$ cat src/rtl/ftb_pkg.sv
// Types and constants of the frequency/time balancer.
// No dependencies; the files that use it refer to it by scoped names.
package ftb_pkg;

  localparam logic [1:0] OP_DOMAIN   = 2'd0;
  localparam logic [1:0] OP_LIMIT    = 2'd1;
  localparam logic [1:0] OP_COMPUTE  = 2'd2;
  localparam logic [1:0] OP_RESERVED = 2'd3;

  localparam logic CFG_MIN_FREQ = 1'b0;
  localparam logic CFG_MAX_FREQ = 1'b1;

  localparam logic [15:0] MIN_FREQ_RST = 16'd800;
  localparam logic [15:0] MAX_FREQ_RST = 16'd3000;

  localparam logic [31:0] SAT32 = 32'hFFFF_FFFF;

  typedef struct packed {
    logic [1:0]  opcode;
    logic [31:0] elapsed_time;
    logic        time_recorded;
    logic [15:0] requested_freq;
    logic [15:0] achieved_freq;
    logic [6:0]  high_priority_count;
    logic [15:0] high_priority_freq;
    logic [15:0] low_priority_freq;
  } in_t;

  typedef struct packed {
    logic [5:0]  domain_index;
    logic [15:0] desired_freq;
    logic [31:0] target_time;
    logic        last;
  } out_t;

  typedef enum logic [1:0] {
    K_DOM = 2'd0,
    K_LIM = 2'd1,
    K_CMP = 2'd2
  } kind_t;

  typedef struct packed {
    kind_t kind;
    in_t   word;
  } cmd_t;

  typedef struct packed {
    logic [15:0] min_freq;
    logic [15:0] max_freq;
  } cfg_t;

  function automatic logic [31:0] sat32(input logic [47:0] q);
    sat32 = (q > {16'd0, SAT32}) ? SAT32 : q[31:0];
  endfunction

  function automatic logic [15:0] clamp16(input logic [47:0] v, input logic [15:0] lo,
                                          input logic [15:0] hi);
    logic [47:0] x;
    x = (v < {32'd0, lo}) ? {32'd0, lo} : v;
    clamp16 = (x > {32'd0, hi}) ? hi : x[15:0];
  endfunction

endpackage

$ cat src/rtl/ftb_front.sv
// Front end: accepts input words, classifies them and queues commands.
// Depends on ftb_pkg.
module ftb_front (
  input  logic          clk,
  input  logic          rst_n,
  input  logic          in_push,
  output logic          in_full,
  input  ftb_pkg::in_t  in_word,
  output logic          cmd_valid,
  output ftb_pkg::cmd_t cmd,
  input  logic          cmd_pop
);

  ftb_pkg::cmd_t ent_r [2];
  logic          wp_r, rp_r;
  logic [1:0]    cnt_r;
  logic          keep;
  ftb_pkg::cmd_t cls;

  always_comb begin
    cls.word = in_word;
    keep     = 1'b1;
    case (in_word.opcode)
      ftb_pkg::OP_DOMAIN:  cls.kind = ftb_pkg::K_DOM;
      ftb_pkg::OP_LIMIT:   cls.kind = ftb_pkg::K_LIM;
      ftb_pkg::OP_COMPUTE: cls.kind = ftb_pkg::K_CMP;
      default: begin
        cls.kind = ftb_pkg::K_CMP;
        keep     = 1'b0;
      end
    endcase
  end

  assign in_full   = (cnt_r == 2'd2);
  assign cmd_valid = (cnt_r != 2'd0);
  assign cmd       = ent_r[rp_r];

  logic do_wr, do_rd;
  assign do_wr = in_push && !in_full && keep;
  assign do_rd = cmd_pop && cmd_valid;

  always_ff @(posedge clk) begin
    if (!rst_n) begin
      wp_r  <= 1'b0;
      rp_r  <= 1'b0;
      cnt_r <= 2'd0;
    end else begin
      if (do_wr) begin
        ent_r[wp_r] <= cls;
        wp_r        <= ~wp_r;
      end
      if (do_rd) rp_r <= ~rp_r;
      cnt_r <= cnt_r + 2'(do_wr) - 2'(do_rd);
    end
  end

endmodule

$ cat config.mk
export PLATFORM = sky130hd
export DESIGN_NAME = ftb_front
export DESIGN_NICKNAME = d
export VERILOG_FILES = /design/src/rtl/ftb_pkg.sv /design/src/rtl/ftb_front.sv
export SDC_FILE = /design/constraint.sdc
export NUM_CORES = 1
export LEC_CHECK = 0
export BUFFER_PORTS_ARGS = -buffer_cell sky130_fd_sc_hd__buf_2
export CORE_AREA = 2 2 184 186
export CTS_CLUSTER_SIZE = 25
export DETAILED_ROUTE_END_ITERATION = 6
export DIE_AREA = 0 0 186 188
export GPL_ROUTABILITY_DRIVEN = 0
export PLACE_DENSITY = 0.5
export SLEW_MARGIN = 30
export SYNTH_ARGS = -nofsm -noshare
export SYNTH_HDL_FRONTEND = slang
export SYNTH_SLANG_ARGS = --single-unit
$ cat constraint.sdc
create_clock -name clk -period 13.58 [get_ports clk]
set_input_delay 4.074 -clock clk [delete_from_list [all_inputs] [get_ports clk]]
set_output_delay 4.074 -clock clk [all_outputs]
set_load 0.01 [all_outputs]
== Word level (Yosys, flattened, before mapping) ==
Memory sizes are Yosys's and may differ from the RTL's. A register that Yosys moved wholly into a read port is not among the register bits.
Cells that the tools add are included.

* Mux-type cells: 7
* Reductions and logical operators: 7
* Bitwise gates (word level): 2
* Equality and inequality tests: 3
* $add $sub $neg: 2

{| class="wikitable"
|+ Operators with widths
! kind !! count
|-
| 1-bit 2-to-1 mux || 6
|-
| 2-bit == test (second input constant) || 2
|-
| 2-bit case mux with 2 select lines || 1
|-
| 1-bit logical AND || 3
|-
| 3-bit OR reduction || 1
|-
| 2-bit by 1-bit adder with 2-bit output || 1
|-
| 2-bit by 1-bit == test with 1-bit output (second input constant) || 1
|-
| 2-bit logical NOT || 1
|-
| 1-bit inverter || 2
|-
| 2-bit nonzero test || 1
|-
| 2-bit by 1-bit subtractor with 2-bit output || 1
|-
| 1-bit logical NOT || 1
|}

* Output and inout bits: 110
* Memories kept: 1
* Input port bits: 110
* Register bits: 4
* RAM bits: 216

{| class="wikitable"
|+ Memories
! memory !! depth !! bits a word !! read ports !! clocked after memory_dff !! write ports !! line !! RTL
|-
| ent_r || 2 || 108 || 1 || 1 || 1 || ftb_front.sv:14 || <nowiki>ftb_pkg::cmd_t ent_r [2];</nowiki>
|}

== Longest topological paths before layout ==
* Depth after elaboration: 7
* Gate-level depth with buffers: 8

== Least setup slack after synthesis ==
No wires, ideal clock.

* Path type: in2reg
* Start point: input in_word[104] (netlist bit)
* End point: memory ent_r[1][0] (netlist bit), enable pin
* Stages on the path: 3
* Buffers on the path: 0
* Arrival time: 11.567 ns
* Slack: 1.305 ns
* Cell sequence: nand2_1 -> nand3b_4 -> nor3_1

* Cells in the longest elaborated chain, start to end: 7
* Elaborated cells between the ends (all ways): 9
* Classes of those cells: eq/ne: 2; mux: 4; reduce/logical: 3

{| class="wikitable"
|+ Ends and longest elaborated chain
! what !! line !! RTL
|-
| start, declared || ftb_front.sv:8 || <nowiki>input ftb_pkg::in_t in_word,</nowiki>
|-
| 2-bit by 1-bit == test with 1-bit output (tied with other cells) || ftb_front.sv:23 || <nowiki>case (in_word.opcode)</nowiki>
|-
| 3-bit OR reduction (no source line) (*) || n/a ||
|-
| 1-bit 2-to-1 mux (*) || ftb_front.sv:23 ||
|-
| 1-bit logical AND (*) || ftb_front.sv:39 || <nowiki>assign do_wr = in_push && !in_full && keep;</nowiki>
|-
| 1-bit 2-to-1 mux (*) || ftb_front.sv:48 || <nowiki>if (do_wr) begin</nowiki>
|-
| 1-bit 2-to-1 mux (*) || ftb_front.sv:43 || <nowiki>if (!rst_n) begin</nowiki>
|-
| 1-bit 2-to-1 mux (implied by the code) (*) || ftb_front.sv:49 || <nowiki>ent_r[wp_r] <= cls;</nowiki>
|-
| end, declared || ftb_front.sv:14 ||
|}

Every way passes the cells marked *; elsewhere a longest branch is shown, timed or not.

==> results.py <==
metrics = {
    "pwr": {
        "p_per_area_nw_per_um2": 175.5,
        "finalPower_w": 0.001841,
        "ir_drop_mv": 0.1050,
        "power.leakage_nw": 3.805,
    },
    "detailed_routing": {
        "drt_wl_total_um": 16350,
        "via_count": 4201,
        "drc": 0,
        "viasPerCell": 3.934,
        "drt_iter0_drc": 151,
        "drt-met1-wl_um": 6803,
        "wl_met2_um": 7258,
        "firstDrtPassIters": 4,
        "postRouteAntennaNets": 0,
        "wl_met3_um": 1782,
        "avgRoutedWirePerCell_um": 15.31,
        "top_layer_used": "met5",
    },
    "place": {
        "io_buffers": 219,
        "dp_hpwl_um": 10380,
    },
    "timing": {
        "skew_ps": 17.59,
        "tns_ps": 0,
        "rsz0062_at_grt": "false",
        "final.period_utilization_pct": 49.44,
        "worst_pin_slew_ps": 885.1,
        "final-max-slew-violation-count": 0,
        "fmaxAchievable_mhz": 148.9,
        "setup_violations": 0,
        "slew_headroom_pct": 40.99,
        "fin_crit_ps": 6714,
        "finalHoldViolCount": 0,
        "holdWs_ps": 470.1,
    },
    "clock_tree": {
        "holdBufCountCts": 0,
        "clk_path_buf_depth": 3,
        "root_buffer": "clkbuf_16",
        "ctsResizeCount": 0,
        "post_cts_buffers": 0,
        "insertion_delay_ps": 530,
        "cts_sinks": 221,
        "cts_tree": "yes",
        "clk_transition_reported_paths_ps": 60,
        "cts_made_buffers": 26,
        "cts_max_level": 1,
    },
    "synthesis": {
        "yosys.area.top_type_share_pct": 79.83,
        "ys_ff_latch": 221,
        "yosysTopAreaCell": "edfxtp_1",
        "yosysSeqAreaShare_pct": 81.06,
        "synth_cell_types": 20,
        "synth_area_um2": 8125,
        "syn-mean-instance-area_um2": 22.20,
        "postSynthCellCount": 366,
        "yosysWarnings": 0,
        "syn-num-nets": 478,
        "synth_area_leaders": "edfxtp_1, mux2_2, mux2_4",
    },
    "floorplanning": {
        "die_area_um2": 34970,
        "die_y_um": 188,
        "io_pins": 220,
        "die_x_um": 186,
        "initial_core_util_pct": 24.54,
        "fp.coreArea_um2": 33110,
        "row_count": 67,
    },
    "worst_setup_path": {
        "worstPathMaxFanout": 65,
        "r2r-start": "cnt_r[1]",
        "endpoint_kind": "primary output",
        "critPathLaunchType": "flip-flop",
        "arrival_ps": 2640,
        "path_class": "reg -> out",
        "critPathRequiredTime_ps": 9510,
    },
    "final_layout": {
        "fin_util_pct": 31.68,
        "drive_above_1_share_pct": 59.29,
        "mostFrequentLayoutCells": "buf_2, edfxtp_1, mux2_2",
        "area_growth_pct": 29.09,
        "final_nets": 717,
        "final_common_cell": "buf_2",
    },
    "global_routing": {
        "grt_pass1_vias": 4399,
        "grt_overflow": 0,
        "grt_use_total_pct": 8.896,
        "grt_max_degree": 66,
        "grt_pass1_wl_um": 24090,
        "antenna_found_initial": 5,
    },
    "hold_path": {
        "hp-class": "reg -> reg",
        "min_from": "wp_r",
    },
    "run": {
        "drv_cap": 0,
    },
    "run_status": {
        "outcome": "finished, final reports clean",
    },
}
==> cell usage after synthesis <==
cell / n
mux2i_1: 1
nand2_1: 3
dfxtp_1: 5
xnor2_1: 1
buf_2: 8
nor2_1: 4
and2_1: 2
mux2_2: 88
buf_6: 4
clkbuf_1: 1
xor2_1: 1
ha_1: 2
inv_1: 3
nor3_1: 2
mux2_4: 20
nor2b_1: 2
o21a_1: 1
edfxtp_1: 216
or2_2: 1
nand3b_4: 1
==> flip-flops by register name, summed over array words and instances (netlist names), named ones only <==
name / count
ent_r: 216
cnt_r: 2
rp_r: 1
wp_r: 1
==> critical path: stages (launching register included) <==
cell     delay [ps]
dfxtp_4         780
buf_6           640
mux2_2          430
buf_2           150
==> metrics by stage <==
step                std cells  worst slack, ps  instance area, um2
finish                   1068             6866               10490
detailed placement       1025             7111                9747
global placement         1025             7108                9747
global route             1067             6701               10490
floorplan                 366             1305                8125
CTS                      1067             6530               10480
==> area by class of cell <==
cell class / instances / area, um2
antenna: 1 / 2.502
clock buffer: 34 / 680.7
clock inverter: 8 / 55.05
fill: 3251 / 22620
inverter: 3 / 11.26
multi-input combinational: 129 / 1451
sequential: 221 / 6590
tap: 448 / 560.5
timing repair buffer: 224 / 1137
==> worst paths after layout <==
check	endpoint	slack (ps)	cells after the start
max	cmd[34]	6870	3
max reg2reg	ent_r[1][87]	11610	4
min reg2reg	wp_r	470	2
min	wp_r	470	2
==> cell families after synthesis <==
logic type	synth area share, %
flops	81.06
mux	16.01
buf+inv	1.232
simple gates	1.078
xor+xnor	0.2156
fa+ha+maj	0.3079
compound gates	0.09243
==> power breakdown <==
group	total [W]	internal, W	switching, W	leakage [nW]
combinational	0.000391	0.000201	0.000190	1.45
sequential	0.000843	0.000807	0.0000355	2.01
clock	0.000607	0.000349	0.000258	0.347
==> per-layer routing <==
metal	global-route usage, %	up-vias
met5	0	-
met4	2.665	6
met3	3.651	39
met2	13.97	186
met1	11.18	2050
li1	-	1920
Power figures use the tool's default switching activity.
