--- config.mk ---
export PLATFORM = sky130hd
export DESIGN_NAME = ftb_outq
export DESIGN_NICKNAME = d
export VERILOG_FILES = /design/src/rtl/ftb_pkg.sv /design/src/rtl/ftb_outq.sv
export SDC_FILE = /design/constraint.sdc
export NUM_CORES = 1
export LEC_CHECK = 0
export BUFFER_PORTS_ARGS = -buffer_cell sky130_fd_sc_hd__buf_2
export CELL_PAD_IN_SITES_DETAIL_PLACEMENT = 1
export CELL_PAD_IN_SITES_GLOBAL_PLACEMENT = 2
export CORE_MARGIN = 2
export CORE_UTILIZATION = 35
export CTS_CLUSTER_DIAMETER = 80
export DETAILED_ROUTE_END_ITERATION = 16
export PLACE_DENSITY = 0.82
export SYNTH_ARGS = -nofsm -noshare
export SYNTH_HDL_FRONTEND = slang
export SYNTH_SLANG_ARGS = --single-unit
--- constraint.sdc ---
create_clock -name clk -period 3.2 [get_ports clk]
set_input_delay 0.64 -clock clk [delete_from_list [all_inputs] [get_ports clk]]
set_output_delay 0.64 -clock clk [all_outputs]
set_load 0.005 [all_outputs]
--- src/rtl/ftb_pkg.sv ---
// Types and constants of the frequency/time balancer.
// No dependencies; the files that use it refer to it by scoped names.
package ftb_pkg;

  localparam logic [1:0] OP_DOMAIN   = 2'd0;
  localparam logic [1:0] OP_LIMIT    = 2'd1;
  localparam logic [1:0] OP_COMPUTE  = 2'd2;
  localparam logic [1:0] OP_RESERVED = 2'd3;

  localparam logic CFG_MIN_FREQ = 1'b0;
  localparam logic CFG_MAX_FREQ = 1'b1;

  localparam logic [15:0] MIN_FREQ_RST = 16'd800;
  localparam logic [15:0] MAX_FREQ_RST = 16'd3000;

  localparam logic [31:0] SAT32 = 32'hFFFF_FFFF;

  typedef struct packed {
    logic [1:0]  opcode;
    logic [31:0] elapsed_time;
    logic        time_recorded;
    logic [15:0] requested_freq;
    logic [15:0] achieved_freq;
    logic [6:0]  high_priority_count;
    logic [15:0] high_priority_freq;
    logic [15:0] low_priority_freq;
  } in_t;

  typedef struct packed {
    logic [5:0]  domain_index;
    logic [15:0] desired_freq;
    logic [31:0] target_time;
    logic        last;
  } out_t;

  typedef enum logic [1:0] {
    K_DOM = 2'd0,
    K_LIM = 2'd1,
    K_CMP = 2'd2
  } kind_t;

  typedef struct packed {
    kind_t kind;
    in_t   word;
  } cmd_t;

  typedef struct packed {
    logic [15:0] min_freq;
    logic [15:0] max_freq;
  } cfg_t;

  function automatic logic [31:0] sat32(input logic [47:0] q);
    sat32 = (q > {16'd0, SAT32}) ? SAT32 : q[31:0];
  endfunction

  function automatic logic [15:0] clamp16(input logic [47:0] v, input logic [15:0] lo,
                                          input logic [15:0] hi);
    logic [47:0] x;
    x = (v < {32'd0, lo}) ? {32'd0, lo} : v;
    clamp16 = (x > {32'd0, hi}) ? hi : x[15:0];
  endfunction

endpackage

--- src/rtl/ftb_outq.sv ---
// Two-word result queue between the back end and the result ports.
// Depends on ftb_pkg.
module ftb_outq (
  input  logic          clk,
  input  logic          rst_n,
  input  logic          push,
  output logic          full,
  input  ftb_pkg::out_t wr_word,
  output logic          empty,
  input  logic          pop,
  output ftb_pkg::out_t rd_word
);

  ftb_pkg::out_t ent_r [2];
  logic          wp_r, rp_r;
  logic [1:0]    cnt_r;
  logic          do_wr, do_rd;

  assign full    = (cnt_r == 2'd2);
  assign empty   = (cnt_r == 2'd0);
  assign rd_word = ent_r[rp_r];
  assign do_wr   = push && !full;
  assign do_rd   = pop && !empty;

  always_ff @(posedge clk) begin
    if (!rst_n) begin
      wp_r  <= 1'b0;
      rp_r  <= 1'b0;
      cnt_r <= 2'd0;
    end else begin
      if (do_wr) begin
        ent_r[wp_r] <= wr_word;
        wp_r        <= ~wp_r;
      end
      if (do_rd) rp_r <= ~rp_r;
      cnt_r <= cnt_r + 2'(do_wr) - 2'(do_rd);
    end
  end

endmodule

# Word-level counts from Yosys, hierarchy flattened

Memories as Yosys holds them, arrays and structs flattened. A register that Yosys moved wholly into a read port is not among the register bits.
Cells that the tools add are included.

Output and inout bits: 57
Word-level logic and storage cells: 19
Bits in writable memories: 110
Register bits after elaboration: 4
Memories: 1
Input port bits: 59

Memories:

| memory | depth | width | read ports | clocked after Yosys merged registers in | write ports | line           | text |
|---|---|---|---|---|---|---|---|
| ent_r  | 2     | 55    | 1          | 1                                       | 1           | ftb_outq.sv:14 | `ftb_pkg::out_t ent_r [2];` |

Equality and inequality tests: 1
Add/subtract/negate cells: 2
Bitwise logic cells: 2
Reduce and logical (&&, ||, !) cells: 5
Multiplexer cells: 5

Operators with widths:

| cell               | count |
|---|---|
| $mux 1             | 5 |
| $add 2x1->2        | 1 |
| $eq 2x2->1 const B | 1 |
| $logic_and 1x1->1  | 2 |
| $logic_not 1->1    | 2 |
| $logic_not 2->1    | 1 |
| $not 1->1          | 2 |
| $sub 2x1->2        | 1 |

# Longest topological paths before layout

Gate-level depths: netlist of the first run.

Depth in word-level cells: 6
Depth in mapped cells: 9
Gate-level depth less buffers: 9

# Worst setup path before layout of the first run

No wires, ideal clock.

Path kind: input to register
Start point: in rst_n
End point: mem ent_r[0][0] (netlist bit) (enable)
Stages on the path: 2
Library setup time: 0.468 ns
Slack: -0.304 ns
Data required time: 2.732 ns
Buffers on the path: 0
Arrival: 3.036 ns
Cells stage by stage: nand3_1 > nor2_1

Cells in the longest elaborated chain, start to end: 2

RTL lines:

| element                      | line           | text |
|---|---|---|
| start, declared              | ftb_outq.sv:5  | `input logic rst_n,` |
| $mux 1                       | ftb_outq.sv:26 | `if (!rst_n) begin` |
| $mux 1 (implied by the code) | ftb_outq.sv:32 | `ent_r[wp_r] <= wr_word;` |
| end, declared                | ftb_outq.sv:14 |  |

No other way between the ends.

==> results of run 1 <==
-- registers in the layout, indices dropped and copies added, names as in the netlist, named ones only --
| signal | flops |
|---|---|
| wp_r | 1 |
| cnt_r | 2 |
| ent_r | 110 |
| rp_r | 1 |
-- logic make-up after synthesis --
| family | Yosys count | share of synthesized area |
|---|---|---|
| DFF | 115 | 0.763 |
| muxes | 55 | 0.181 |
| and+or+nand+nor | 11 | 0.0135 |
| buffers and inverters | 9 | 0.0275 |
| xor gates and xnor gates | 3 | 0.00589 |
| AOI/OAI and AO/OA | 2 | 0.00309 |
| adders and majority gates | 2 | 0.00561 |
-- metrics by stage --
step / instance area [sq um] / power [mW] / std cells / utilization
floorplan: 4460 / 2.51 / 197 / -
global placement: 5200 / 2.73 / 485 / 0.416
detailed placement: 5200 / 2.75 / 485 / 0.416
CTS: 5710 / 4.38 / 515 / 0.456
global route: 5710 / 4.51 / 515 / 0.456
finish: 5710 / 4.31 / 515 / 0.456
-- layout by cell type (no fill, tap or decap) --
cell / Yosys / layout
nor2b_1: 2 / 2
and3_2: 0 / 1
o22ai_1: 1 / 1
clkinv_2: 0 / 4
nand2_1: 1 / 1
nand3_1: 1 / 1
nor2_4: 0 / 1
inv_1: 3 / 3
nand2b_1: 1 / 1
clkbuf_1: 0 / 3
bufinv_16: 0 / 1
clkinv_1: 0 / 5
ha_1: 2 / 2
dfxtp_1: 5 / 4
o21a_1: 1 / 1
dfxtp_4: 0 / 1
edfxtp_1: 110 / 110
buf_2: 0 / 115
buf_4: 0 / 7
mux2_2: 5 / 5
nor2_1: 2 / 1
clkbuf_16: 0 / 17
and2_1: 3 / 3
mux2_4: 50 / 50
xnor2_1: 3 / 3
-- area by class of cell --
cell class | instances | area (sq um) | share of cell area
Inverter | 3 | 11.3 | 0.00197
Timing Repair Buffer | 122 | 628 | 0.110
Sequential cell | 115 | 3410 | 0.597
Clock buffer | 20 | 437 | 0.0765
Clock inverter | 10 | 68.8 | 0.0121
Multi-Input combinational cell | 73 | 941 | 0.165
Tap cell | 172 | 215 | 0.0377
-- final timing paths --
kind	from	to	slack, ns	cells after the start
min	wr_word[37]	ent_r[0][37]$_DFFE_PP_	0.42	1
max	flip-flop	rd_word[17]	0.67	3
min reg2reg	wp_r$_SDFFE_PN0P_	wp_r$_SDFFE_PN0P_	0.54	2
max reg2reg	cnt_r[0]$_SDFF_PN0_	ent_r[1][28]$_DFFE_PP_	1.24	4
-- power groups by stage --
| stage | combinational (mW) | clock (mW) | sequential, mW |
|---|---|---|---|
| floorplan | 0.656 | 0 | 1.86 |
| global placement | 0.816 | 0 | 1.92 |
| detailed placement | 0.826 | 0 | 1.93 |
| CTS | 0.829 | 1.65 | 1.90 |
| global route | 0.888 | 1.71 | 1.91 |
| finish | 0.809 | 1.61 | 1.89 |
-- cells in the mapped netlist --
library cell,number,share of area
xnor2_1,3,0.0059
ha_1,2,0.0056
and3_1,1,0.0014
nand2_1,1,0.00084
inv_1,3,0.0025
buf_12,5,0.022
buf_6,1,0.0025
o21a_1,1,0.0017
nand2b_1,1,0.0014
and2_1,3,0.0042
nand3_1,1,0.0011
edfxtp_1,110,0.74
dfxtp_1,5,0.022
nor2b_1,2,0.0028
nor2_1,2,0.0017
mux2_2,5,0.013
mux2_4,50,0.17
o22ai_1,1,0.0014
-- layer usage --
layer / up-vias / track usage / routed length (um)
met5: - / 0 / 0
met4: 0 / 0.0706 / 191
met3: 13 / 0.0484 / 472
met2: 74 / 0.198 / 3900
met1: 1062 / 0.134 / 3180
li1: 1039 / - / -
==> reports/metrics.cfg, run 1 <==
[floorplanning]
die_y_um=117
dieWidth_um=117
core.rowCount=41
start_util=0.356
io_pins=116
dieArea_sq_um=13700
core-area_sq_um=12500

[sta]
slew_violations=0
final-setup-viol-count=0
maxSlewHeadroom=0.656
fin_tns_setup_ns=0
period_share=0.791
fmax_ghz=0.395
holdWs_ns=0.424
hold_violations=0
fin_skew_ns=0.00788
rsz0062_at_grt=no
worst_pin_slew_ns=0.516
min_period_ns=2.53
timing.final.ws_setup_ns=0.669

[run_status]
status=finished clean

[yosys]
syn_area_per_cell_sq_um=22.6
synthCells=197
yosys_warnings=0
ys_seq_area_frac=0.763
synth_nets=258
ys_ff_latch=115
synth_area_sq_um=4460
synth_cell_type_count=18

[worst_setup_path]
crit_buf_inv=2
slowest_stage=dfxtp_4
cp.arrival_ns=1.89
crit_path_max_fanout=26
start_kind=flip-flop
crit_chain=buf_4 -> mux2_4 -> buf_2
critical_path.max_stage_delay_ns=0.65
crit_family=flip-flops
cp.required_ns=2.56
path_class=flip-flop to output port
cp-end-kind=output port

[route]
wl_um=7740
avgRoutedWirePerCell_um=15.0
ant_nets=0
drt_first_pass_iters=3
num_vias=2188
viasPerCell=4.25
route.detailed.drc=0
first_iter_violations=78

[placed_design]
place.detailed.hpwl_um=5380
dp_slack_ns=1.04
port-buffer-count=115
place.gp.congestion=0.688

[global_route]
antenna_found_initial=1
grt_max_degree=30
grt_pass1_wl_um=11800
gr-total-overflow=0
grt_use_total=0.121
grt_pass1_vias=2362

[pwr]
power_density_nw_per_um2=755
p_int_mw=3.32
p_comb_frac=0.188
seq_power_share=0.439
p_clk_frac=0.373
ir_drop_v=0.000388
power_leakage_nw=2.24
switching_power_uw=991
switching_share=0.230

[layout]
antenna-diode-count=0
nFillCells=1240
syn_to_final_growth_pct=28.0
final_nets=393
layout-drive-gt1-share=0.589

[cts]
cts_made_buffers=17
cts_root_buffer=clkbuf_16
htreeDepth=4
clockBufferDepth=2
cts-resized-gates=0
cts.sinks=115
postCtsSetupBuffers=0
holdBufCountCts=0
clk-insertion-delay-late_ns=0.40
clk_pin_slew_ns=0.05
cts_tree=done

[min_path]
hold_class=input port to flip-flop

[flow_run]
cap_violations=0

Power figures use the tool's default switching activity.
==> inputs of run 2 (changes only) <==
Settings changed: CORE_UTILIZATION 35 to 39, PLACE_DENSITY 0.82 to 0.87.
Clock period 3.2 ns to 2.36 ns, I/O delays scaled along.
==> reports/metrics.cfg, run 2 (synthesis results as in run 1) <==
[placed_design]
place.detailed.hpwl_um=5540
dp_slack_ns=0.557
dpl-instance-area_sq_um=5220
port-buffer-count=115
place.gp.congestion=0.672

[floorplanning]
die_y_um=111
dieArea_sq_um=12300
core.rowCount=39
start_util=0.395
io_pins=116
core-area_sq_um=11300
dieWidth_um=111

[cts]
postCtsSetupBuffers=0
cts_tree=done
cts_made_buffers=17
holdBufCountCts=0
htreeDepth=4
cts-resized-gates=0
clk_pin_slew_ns=0.05
cts_root_buffer=clkbuf_16
cts.sinks=115
clockBufferDepth=2
clk-insertion-delay-late_ns=0.40

[pwr]
seq_power_share=0.433
p_int_mw=4.54
ir_drop_v=0.000496
p_comb_frac=0.196
power_density_nw_per_um2=1030
p_clk_frac=0.371
switching_share=0.231
switching_power_mw=1.37
power_leakage_nw=2.25

[layout]
nFillCells=1070
fin_area_sq_um=5730
largest_reg_flops=110
final_common_cell=buf_2
syn_to_final_growth_pct=28.6
multiInputGateArea_sq_um=941
layout_common_cells=115 x buf_2, 110 x edfxtp_1, 50 x mux2_4
reg_top3=ent_r (110), cnt_r (2)
top_register=ent_r
seq_area_sq_um=3410
layout-drive-gt1-share=0.583
final_nets=392

[run_status]
status=finished clean

[route]
ant_nets=0
route.detailed.drc=0
drt_first_pass_iters=4
viasPerCell=4.56
num_vias=2222
avgRoutedWirePerCell_um=16.5
first_iter_violations=93
wl_um=8050

[worst_setup_path]
cp-end-kind=output port
slowest_stage=dfxtp_4
cp.required_ns=1.89
crit_path_max_fanout=21
critical_path.max_stage_delay_ns=0.61
crit_buf_inv=2
path_class=flip-flop to output port
crit_family=flip-flops
crit_chain=buf_12 -> mux2_4 -> buf_2
cp.arrival_ns=1.72
start_kind=flip-flop

[global_route]
grt_pass1_vias=2442
grt_use_total=0.138
gr-total-overflow=0
grt_max_degree=28
grt_pass1_wl_um=12700
antenna_found_initial=1

[flow_run]
cap_violations=0

[sta]
fin_skew_ns=0.00902
hold_violations=0
maxSlewHeadroom=0.720
rsz0062_at_grt=no
worst_pin_slew_ns=0.420
fmax_ghz=0.456
slew_violations=0
period_share=0.928
min_period_ns=2.19
final-setup-viol-count=0
fin_tns_setup_ns=0
timing.final.ws_setup_ns=0.169

[min_path]
hold_class=input port to flip-flop

-- run 2: cell count changes in the layout (fill, tap and decap cells not counted) --
cell	previous run	this run
buf_12	0	5
buf_4	7	1
clkbuf_1	3	4
diode_2	0	1
clkinv_2	4	3
clkinv_1	5	6
-- run 2: worst paths after layout --
check	from	to	slack, ns	depth (start not counted)
worst max-delay path	flip-flop	rd_word[49]	0.17	3
worst min-delay path	wr_word[53]	ent_r[0][53]$_DFFE_PP_	0.26	1
worst max register to register	cnt_r[0]$_SDFF_PN0_	cnt_r[1]$_SDFF_PN0_	0.59	9
worst min register to register	rp_r$_SDFFE_PN0P_	flip-flop	0.53	2
-- run 2: power by group through the flow --
stage / combinational (mW) / sequential (mW) / clock [mW]
3_5_place_dp: 1.18 / 2.60 / 0
2_1_floorplan: 0.891 / 2.51 / 0
4_1_cts: 1.19 / 2.56 / 2.25
6_report: 1.16 / 2.56 / 2.19
5_1_grt: 1.25 / 2.58 / 2.34
3_3_place_gp: 1.16 / 2.59 / 0
-- run 2: layout make-up --
class | instances | share of cell area
inverters | 3 | 0.00196
clock inverters | 10 | 0.0118
repair buffers | 121 | 0.119
multi-input cells | 73 | 0.164
clock buffers | 21 | 0.0768
well taps | 143 | 0.0312
diodes | 1 | 0.000437
flip-flops and latches | 115 | 0.594
-- run 2: layer usage --
metal,vias up,global-route usage,part of all wire,wire length [um]
met2,74,0.221,0.51,4110
met5,-,0,0,0
met3,6,0.0662,0.066,527
met4,0,0.0500,0.0096,77
li1,1043,-,-,-
met1,1099,0.162,0.41,3330
-- run 2: stage by stage --
stage | hold WS, ns | std cells | power, mW | utilization
floorplan | 0.503 | 197 | 3.40 | -
global placement | 0.513 | 455 | 3.75 | 0.463
detailed placement | 0.529 | 455 | 3.78 | 0.463
CTS | 0.240 | 486 | 6.00 | 0.508
global route | 0.239 | 486 | 6.17 | 0.508
finish | 0.258 | 487 | 5.91 | 0.508
